### config.mk
export PLATFORM = sky130hd
export DESIGN_NAME = gf256_arithmetic_unit
export DESIGN_NICKNAME = d
export VERILOG_FILES = /design/src/design/gfau_pkg.sv /design/src/design/gf256_arithmetic_unit.sv /design/src/design/gfau_euclid_stage.sv
export SDC_FILE = /design/constraint.sdc
export NUM_CORES = 2
export LEC_CHECK = 0
export BUFFER_PORTS_ARGS = -buffer_cell sky130_fd_sc_hd__buf_2
export CORE_UTILIZATION = 65
export DETAILED_ROUTE_END_ITERATION = 6
export GPL_ROUTABILITY_DRIVEN = 1
export HOLD_SLACK_MARGIN = 0.1
export PLACE_DENSITY = 0.81
export SYNTH_ARGS = -nofsm -noshare
export SYNTH_HDL_FRONTEND = slang
export SYNTH_SLANG_ARGS = --single-unit
### constraint.sdc
create_clock -name clock -period 38 [get_ports clock]
set_clock_uncertainty 0.2 [all_clocks]
set_input_delay 1.9 -clock clock [delete_from_list [all_inputs] [get_ports clock]]
set_output_delay 1.9 -clock clock [all_outputs]
set_load 0.01 [all_outputs]
### src/design/gfau_pkg.sv
// Shared types, constants and helper functions for the GF(2^8) arithmetic unit.
// No dependencies; used by gfau_euclid_stage and gf256_arithmetic_unit.
`default_nettype none

package gfau_pkg;

   // Field element and polynomial widths.
   localparam int unsigned DataWidth = 8;
   localparam int unsigned PolyWidth = DataWidth + 1;
   localparam int unsigned ProdWidth = 2 * DataWidth - 1;

   // Reduction polynomial after reset: x^8 + x^4 + x^3 + x + 1.
   localparam logic [PolyWidth-1:0] PolyReset = 9'h11b;

   // One subtraction step per stage; the degree sum of the two remainders
   // starts at 15 at most, so 16 steps always bring one remainder to zero.
   localparam int unsigned EuclidSteps = 16;

   // Operation codes.
   typedef enum logic [1:0] {
      OP_ADD = 2'd0,
      OP_MUL = 2'd1,
      OP_INV = 2'd2,
      OP_DIV = 2'd3
   } op_type;

   // Operands that ride along with the inverse pipeline.
   typedef struct packed {
      op_type               op;
      logic [DataWidth-1:0] a;
      logic [DataWidth-1:0] b;
   } tag_type;

   // Extended Euclid state: remainders and their Bezout coefficients.
   typedef struct packed {
      logic [PolyWidth-1:0] rp;
      logic [PolyWidth-1:0] r;
      logic [PolyWidth-1:0] tp;
      logic [PolyWidth-1:0] t;
   } euclid_type;

   // Degree of a nonzero polynomial; zero maps to degree 0 and is checked apart.
   function automatic logic [3:0] poly_degree(input logic [PolyWidth-1:0] value);
      logic [3:0] deg;
      deg = '0;
      for (int i = 0; i < PolyWidth; i++) begin
         if (value[i]) begin
            deg = 4'(i);
         end
      end
      return deg;
   endfunction

   // Carry-less product of two field elements.
   function automatic logic [ProdWidth-1:0] clmul(input logic [DataWidth-1:0] x,
                                                  input logic [DataWidth-1:0] y);
      logic [ProdWidth-1:0] acc;
      acc = '0;
      for (int i = 0; i < DataWidth; i++) begin
         if (x[i]) begin
            acc = acc ^ (ProdWidth'(y) << i);
         end
      end
      return acc;
   endfunction

endpackage

`default_nettype wire

### src/design/gf256_arithmetic_unit.sv
// GF(2^8) arithmetic unit: add, multiply, inverse and divide in a stalling pipeline.
// Depends on gfau_pkg and instantiates gfau_euclid_stage.
`default_nettype none

// Every transaction passes 19 register stages: 16 extended Euclid stages, one
// per leading-term cancellation, then one carry-less multiply stage and two
// modulo-reduction stages, the last of which registers the result. A new
// transaction is accepted every cycle; while a result waits under rsp_stall the
// whole pipeline holds, and req_stall follows. The inverse of zero is zero, so
// division by zero gives zero. Bit 8 of the reduction polynomial is always
// taken as set. Write the polynomial only while the pipeline is empty.
module gf256_arithmetic_unit (
   input  wire logic       clock,
   input  wire logic       reset,
   input  wire logic       csr_wr_en,
   input  wire logic [8:0] csr_wr_data,
   input  wire logic       req_valid,
   output logic            req_stall,
   input  wire logic [1:0] req_op,
   input  wire logic [7:0] req_a,
   input  wire logic [7:0] req_b,
   output logic            rsp_valid,
   input  wire logic       rsp_stall,
   output logic [7:0]      rsp_result
);

   localparam int unsigned Steps = gfau_pkg::EuclidSteps;
   localparam int unsigned DW    = gfau_pkg::DataWidth;
   localparam int unsigned PW    = gfau_pkg::PolyWidth;
   localparam int unsigned XW    = gfau_pkg::ProdWidth;

   logic                 advance;
   logic [PW-1:0]        poly_ff;
   logic [PW-1:0]        poly_eff;
   logic [XW-1:0]        poly_wide;

   logic                 stage_valid [0:Steps];
   gfau_pkg::tag_type    stage_tag   [0:Steps];
   gfau_pkg::euclid_type stage_state [0:Steps];

   gfau_pkg::tag_type    last_tag;
   gfau_pkg::euclid_type last_state;
   logic [DW-1:0]        inv_value;
   logic [DW-1:0]        mul_operand;

   logic                 m1_valid_ff;
   gfau_pkg::op_type     m1_op_ff;
   logic [XW-1:0]        m1_prod_ff;
   logic [XW-1:0]        m1_prod_in;
   logic [DW-1:0]        m1_direct_ff;
   logic [DW-1:0]        m1_direct_in;

   logic                 m2_valid_ff;
   gfau_pkg::op_type     m2_op_ff;
   logic [XW-1:0]        m2_prod_ff;
   logic [XW-1:0]        m2_prod_in;
   logic [DW-1:0]        m2_direct_ff;

   logic [XW-1:0]        m3_prod;
   logic                 rsp_valid_ff;
   logic [DW-1:0]        rsp_result_ff;
   logic [DW-1:0]        rsp_result_in;

   // The pipeline moves unless a finished result is being held back.
   assign advance   = !rsp_valid_ff || !rsp_stall;
   assign req_stall = !advance;

   // Reduction polynomial register.
   always_ff @(posedge clock) begin
      if (reset) begin
         poly_ff <= gfau_pkg::PolyReset;
      end else if (csr_wr_en) begin
         poly_ff <= csr_wr_data;
      end
   end

   assign poly_eff  = {1'b1, poly_ff[PW-2:0]};
   assign poly_wide = XW'(poly_eff);

   // Entry: the inverse works on a, or on b for a division.
   always_comb begin
      stage_valid[0]    = req_valid;
      stage_tag[0].op   = gfau_pkg::op_type'(req_op);
      stage_tag[0].a    = req_a;
      stage_tag[0].b    = req_b;
      stage_state[0].rp = poly_eff;
      stage_state[0].r  = (gfau_pkg::op_type'(req_op) == gfau_pkg::OP_DIV) ?
                          PW'(req_b) : PW'(req_a);
      stage_state[0].tp = '0;
      stage_state[0].t  = PW'(1);
   end

   // Extended Euclid pipeline.
   for (genvar k = 0; k < Steps; k++) begin : g_euclid
      gfau_euclid_stage u_stage (
         .clock     (clock),
         .reset     (reset),
         .advance   (advance),
         .in_valid  (stage_valid[k]),
         .in_tag    (stage_tag[k]),
         .in_state  (stage_state[k]),
         .out_valid (stage_valid[k+1]),
         .out_tag   (stage_tag[k+1]),
         .out_state (stage_state[k+1])
      );
   end

   assign last_tag   = stage_tag[Steps];
   assign last_state = stage_state[Steps];

   // If the last remainder reached zero only as a dividend, the closing swap
   // is still pending, so the coefficient is taken from the other slot.
   assign inv_value = (last_state.r == '0) ? last_state.tp[DW-1:0] :
                                             last_state.t[DW-1:0];

   // Multiply stage: carry-less product, and the result of add or inverse.
   always_comb begin
      mul_operand  = (last_tag.op == gfau_pkg::OP_MUL) ? last_tag.b : inv_value;
      m1_prod_in   = gfau_pkg::clmul(last_tag.a, mul_operand);
      m1_direct_in = (last_tag.op == gfau_pkg::OP_ADD) ? (last_tag.a ^ last_tag.b) :
                                                         inv_value;
   end

   // First reduction stage clears the upper product bits.
   always_comb begin
      m2_prod_in = m1_prod_ff;
      for (int i = XW - 1; i >= DW + (XW - DW) / 2; i--) begin
         if (m2_prod_in[i]) begin
            m2_prod_in = m2_prod_in ^ (poly_wide << (i - DW));
         end
      end
   end

   // Second reduction stage clears the rest and picks the result.
   always_comb begin
      m3_prod = m2_prod_ff;
      for (int i = DW + (XW - DW) / 2 - 1; i >= DW; i--) begin
         if (m3_prod[i]) begin
            m3_prod = m3_prod ^ (poly_wide << (i - DW));
         end
      end
      case (m2_op_ff)
         gfau_pkg::OP_MUL: rsp_result_in = m3_prod[DW-1:0];
         gfau_pkg::OP_DIV: rsp_result_in = m3_prod[DW-1:0];
         default:          rsp_result_in = m2_direct_ff;
      endcase
   end

   // Valid bits of the multiply and output stages.
   always_ff @(posedge clock) begin
      if (reset) begin
         m1_valid_ff  <= 1'b0;
         m2_valid_ff  <= 1'b0;
         rsp_valid_ff <= 1'b0;
      end else if (advance) begin
         m1_valid_ff  <= stage_valid[Steps];
         m2_valid_ff  <= m1_valid_ff;
         rsp_valid_ff <= m2_valid_ff;
      end
   end

   // Payload of the multiply and output stages.
   always_ff @(posedge clock) begin
      if (advance) begin
         m1_op_ff      <= last_tag.op;
         m1_prod_ff    <= m1_prod_in;
         m1_direct_ff  <= m1_direct_in;
         m2_op_ff      <= m1_op_ff;
         m2_prod_ff    <= m2_prod_in;
         m2_direct_ff  <= m1_direct_ff;
         rsp_result_ff <= rsp_result_in;
      end
   end

   assign rsp_valid  = rsp_valid_ff;
   assign rsp_result = rsp_result_ff;

`ifndef SYNTH
   // After the last Euclid stage one of the two remainders must be zero.
   a_euclid_done: assert property (@(posedge clock) disable iff (reset)
      stage_valid[Steps] |-> (last_state.r == '0 || last_state.rp == '0))
      else $error("Euclid pipeline ended with two nonzero remainders");

   // A finished inverse coefficient always fits in one field element.
   a_inverse_width: assert property (@(posedge clock) disable iff (reset)
      (stage_valid[Steps] && last_state.r == '0) |-> (last_state.tp[PW-1] == 1'b0))
      else $error("Inverse coefficient exceeds field width");

   // A transaction leaving the Euclid stages enters the multiply stage.
   a_mul_entry: assert property (@(posedge clock) disable iff (reset)
      (advance && stage_valid[Steps]) |=> m1_valid_ff)
      else $error("Transaction lost between inverse and multiply stages");
`endif

endmodule

`default_nettype wire

### src/design/gfau_euclid_stage.sv
// One registered step of the extended Euclidean algorithm over GF(2)[x].
// Depends on gfau_pkg for the state and tag types and the degree function.
`default_nettype none

module gfau_euclid_stage (
   input  wire logic               clock,
   input  wire logic               reset,
   input  wire logic               advance,
   input  wire logic               in_valid,
   input  wire gfau_pkg::tag_type    in_tag,
   input  wire gfau_pkg::euclid_type in_state,
   output logic                    out_valid,
   output gfau_pkg::tag_type         out_tag,
   output gfau_pkg::euclid_type      out_state
);

   logic                 valid_ff;
   gfau_pkg::tag_type    tag_ff;
   gfau_pkg::euclid_type state_ff;
   gfau_pkg::euclid_type state_in;

   logic                                swap;
   logic [3:0]                          deg_rp;
   logic [3:0]                          deg_r;
   logic [3:0]                          shift_amt;
   logic [gfau_pkg::PolyWidth-1:0]      rem_a;
   logic [gfau_pkg::PolyWidth-1:0]      rem_b;
   logic [gfau_pkg::PolyWidth-1:0]      coef_a;
   logic [gfau_pkg::PolyWidth-1:0]      coef_b;

   // When the dividend has dropped below the divisor the two swap roles, which
   // closes one polynomial division; then the leading term is cancelled once.
   always_comb begin
      deg_rp    = gfau_pkg::poly_degree(in_state.rp);
      deg_r     = gfau_pkg::poly_degree(in_state.r);
      swap      = (in_state.rp == '0) || (deg_rp < deg_r);
      rem_a     = swap ? in_state.r  : in_state.rp;
      rem_b     = swap ? in_state.rp : in_state.r;
      coef_a    = swap ? in_state.t  : in_state.tp;
      coef_b    = swap ? in_state.tp : in_state.t;
      shift_amt = swap ? (deg_r - deg_rp) : (deg_rp - deg_r);
      state_in  = in_state;
      if (in_state.r != '0) begin
         state_in.rp = rem_a;
         state_in.r  = rem_b;
         state_in.tp = coef_a;
         state_in.t  = coef_b;
         if (rem_b != '0) begin
            state_in.rp = rem_a ^ (rem_b << shift_amt);
            state_in.tp = coef_a ^ (coef_b << shift_amt);
         end
      end
   end

   // Stage register; the whole pipeline holds while the result is stalled.
   always_ff @(posedge clock) begin
      if (reset) begin
         valid_ff <= 1'b0;
      end else if (advance) begin
         valid_ff <= in_valid;
      end
   end

   always_ff @(posedge clock) begin
      if (advance) begin
         tag_ff   <= in_tag;
         state_ff <= state_in;
      end
   end

   assign out_valid = valid_ff;
   assign out_tag   = tag_ff;
   assign out_state = state_ff;

endmodule

`default_nettype wire

* Word level (Yosys, flattened, before mapping)
Cells that the tools add are included.
** Word-level totals
- Logic and storage cells :: 733
- Output and inout bits :: 10
- Input bits :: 32
- Bits in registers :: 934
** Cells by class
- Reductions and logical operators :: 71
- Shift-type cells :: 31
- Equality and inequality tests :: 4
- Bitwise operators :: 46
- $lt $le $gt $ge :: 16
- Mux-type cells :: 394
- $add $sub $neg :: 32
** Operators by type and width (number)
- $mux W9 :: 93
- $mux W36 :: 14
- $mux W3 :: 124
- $reduce_bool A9 Y1 :: 32
- $xor A9 B9 Y9 :: 32
- $shl A9 B4 Y9 :: 31
- $mux W4 :: 47
- $logic_not A9 Y1 :: 17
- $mux W2 :: 62
- $sub A4 B4 Y4 :: 30
- $mux W15 :: 7
- $lt A4 B4 Y1 :: 15
- $mux W8 :: 7
- $mux W35 :: 1
- $mux W1 :: 33
- $mux W27 :: 1
- $logic_or A1 B1 Y1 :: 17
- $xor A8 B8 Y8 :: 2
- $xor A15 B10 Y15 :: 1
- $xor A15 B11 Y15 :: 1
- $xor A15 B12 Y15 :: 1
- $xor A15 B13 Y15 :: 1
- $xor A15 B14 Y15 :: 1
- $xor A15 B15 Y15 :: 1
- other kinds (19) :: 23

* Longest topological paths before layout
- Word-level depth :: 18
- Mapped depth :: 22
- Gate-level depth less buffers :: 18

* Hierarchy
Synthesis repeated with hierarchy kept, for this count alone.
** Unflattened totals
- Cell total of the unflattened synthesis :: 6806
- Area total of the unflattened synthesis :: 69914.6 sq um
** Modules (own cells, without submodules)
- gfau_euclid_stage (g_euclid[15].u_stage ...) :: cells an instance 398, seq. area each 1641.6 sq um, times used 10, area each 4091.4 sq um
- gfau_euclid_stage (g_euclid[10].u_stage ...) :: cells an instance 394, seq. area each 1641.6 sq um, times used 5, area each 4073.9 sq um
- gf256_arithmetic_unit :: cells an instance 461, seq. area each 1781.7 sq um, times used 1, area each 4551.9 sq um
- gfau_euclid_stage (g_euclid[0].u_stage) :: cells an instance 395, seq. area each 1641.6 sq um, times used 1, area each 4078.9 sq um

* Least setup slack after synthesis
Ideal clock, no wire load.
- Kind :: input port to flip-flop
- Start :: input rsp_stall
- End :: register g_euclid[0].u_stage.state_ff, in the netlist g_euclid[0].u_stage.out_state[10], enable pin
- Library setup time :: 1.569 ns
- Data arrival time :: 25.689 ns
- Stages :: 3
- Path slack :: 10.542 ns
- Required time :: 36.231 ns
- Path buffers :: 2
- Cell sequence :: nand2_1 -> clkbuf_1 -> clkbuf_1
** On the way
- Cells in the longest elaborated chain, start to end :: 2
** RTL lines
- start, declared :: line gf256_arithmetic_unit.sv:23 : input wire logic rsp_stall,
- $logic_not A1 Y1 :: line gf256_arithmetic_unit.sv:65 : assign advance = !rsp_valid_ff || !rsp_stall;
- $logic_or A1 B1 Y1 :: line gf256_arithmetic_unit.sv:65
- end signal, assigned :: line gfau_euclid_stage.sv:67 : state_ff <= state_in;
- end, declared :: line gfau_euclid_stage.sv:19 : gfau_pkg::euclid_type state_ff;
Every way passes these cells.
A chain may end at the register's enable or synchronous reset.

==> results.toml <==
[route]
drtIter0Drc = 6333
routed_wl_um = 155000
drc = 0
ant_nets = 0
first_pass_iters = 7
avgViaCountPerCell = 6.86
dr_total_vias = 50107
avgRoutedWirePerCell_um = 21.2

[global_routing]
grt_pass1_wl_um = 249000
grt-ovfl-total = 0
antenna_found_initial = 1
grt_pass1_vias = 47052
grt_usage_pct = 32.2
grt_max_degree = 183

[floorplan]
io_pins = 42
die_area_um2 = 94800
coreArea_um2 = 92100
start_util_pct = 66.0
dieHeight_um = 308
die_w_um = 308
fp-row-count = 111

[cts]
root_buffer = "clkbuf_16"
cts-htree-levels = 3
cts_tree = "yes"
ctsResizeCount = 0
clock_sinks = 893
clockBufferDepth = 3
clk_latency_ps = 710
post-cts-setup-buffers = 0
hold_buffers = 0
numCtsBuffers = 92
cts.clk_slew.worst_paths_ps = 70

[synthesis]
synth_area_leaders = "edfxtp_1, nand2_1, mux4_2"
synth_most_common_cell = "edfxtp_1"
yosysSeqAreaShare_pct = 43.7
synth_nets = 6325
synth_cell_types = 117
synthArstFlopShare_pct = 0
synth.top_cell.area_share_pct = 42.8
ys_ff_latch = 893
synth_flop_cell = "edfxtp_1"
synthCells = 6155
synth_edf_count = 866
ys.warnings.count = 0
netlist_area_um2 = 60800
synthTopCellsByCount = "edfxtp_1, nand2_1, nor2_1"
synth_area_leader_cell = "edfxtp_1"
syn_area_per_cell_um2 = 9.88

[hold_path]
hp-class = "reg -> reg"
min_path_cells = 0

[timing]
setup_tns_ps = 0
setup_viol = 0
setup_ws_ps = 31760
slew_viol_final = 0
max_slew.worst_pin.slew_ps = 1390
fmax_ghz = 0.160
post-route-min-period_ps = 6240
relSlewSlack_pct = 7.46
fin_crit_sh_pct = 16.4
hold_violations = 0
rsz0062_at_grt = "no"

[layout]
diodes = 0
area_growth_pct = 6.28
drive_gt1_share_pct = 11.1
fin_nets = 6156
fin_util_pct = 70.2
final_area_um2 = 64600

[setup_path]
reg2regPathDepth = 16
worstPathMaxFanout = 26
crit_required_ps = 38190
crit_type = "reg -> reg"
end_kind = "register"
arrival_ps = 6430
start_kind = "register"

[run]
maxCapViolCount = 0

[placed_design]
portBuffers = 40
dpl-instance-area_um2 = 61600
gp_congestion = 0.979
pre_cts_slack_ps = 31560
dp.final_hpwl_um = 106000

[run_status]
outcome = "complete, no violations"
## worst max-delay path, cell delays in order, from the launching register on
cell and delay [ps]:
edfxtp_1 510, nor2b_1 150, o21bai_1 70, a21oi_1 150, nor2_1 50, or2_2 300
ha_1 230, fa_1 480, nand3b_1 370, nand2_1 680, nand2_1 770, mux2i_1 490
nand4_1 240, a21bo_2 350, or3_1 440, a221oi_1 350, o22ai_1 120
## final cells by class
class                   count  area [um^2]
multi-input cells        4664        32000
fillers                  6797        27500
flip-flops and latches    893        26500
clock buffers             119         2400
well taps                1243         1560
inverters                 231          867
repair buffers            104          693
clock inverters            52          593
## layer usage
metal | GRT usage [%] | share of wire (%)
met1 | 42.9 | 40
met2 | 52.9 | 48
met3 | 4.59 | 8.8
met4 | 13.2 | 3.9
met5 | 0 | 0
## stage by stage
step / hold slack (ps) / instances
after floorplan: 200 / 6155
after global placement: 200 / 7135
after detailed placement: 205 / 7135
after CTS: 203 / 7306
after global routing: 201 / 7306
final: 200 / 7306
## cell families after synthesis
group           share of synthesized area (%)
other cells                           0.00617
xor+xnor                                 2.03
buf+inv                                  3.90
simple gates                             17.1
compound gates                           18.3
flops                                    43.7
fa+ha+maj                                3.21
mux                                      11.7
## registers in the layout (all words and copies together) (netlist names)
name,cells
g_euclid.u_stage.out_state,526
g_euclid.u_stage.out_tag,288
g_euclid.u_stage.out_valid,16
m1_direct_ff,8
m1_op_ff,1
m1_prod_ff,15
m1_valid_ff,1
m2_direct_ff,8
m2_op_ff,1
m2_prod_ff,11
m2_valid_ff,1
poly_ff,8
rsp_result,8
rsp_valid,1
## path summary, 6_finish.rpt
kind                                          start                           endpoint  slack [ps]
setup / recovery  g_euclid[5].u_stage.out_state[29]  g_euclid[6].u_stage.out_state[10]       31760
hold / removal     g_euclid[10].u_stage.out_tag[15]   g_euclid[11].u_stage.out_tag[15]         200
setup reg to reg  g_euclid[5].u_stage.out_state[29]  g_euclid[6].u_stage.out_state[10]       31760
hold reg to reg    g_euclid[10].u_stage.out_tag[15]   g_euclid[11].u_stage.out_tag[15]         200
## layout by cell type, fill, tap and decap left out, types with 75 or more instances in the layout
cell	count
nor2_1	570
nand3_1	174
a21oi_1	407
nor2b_1	75
inv_1	226
mux2_2	179
nor3_1	107
xnor2_1	87
mux2i_1	237
ha_1	108
mux4_2	118
o21ai_0	337
edfxtp_1	866
clkbuf_16	92
o211ai_1	115
nand2_1	806
Power is not shown: default switching activity piles up to over one toggle a cycle in this logic, so the estimate is an artifact.
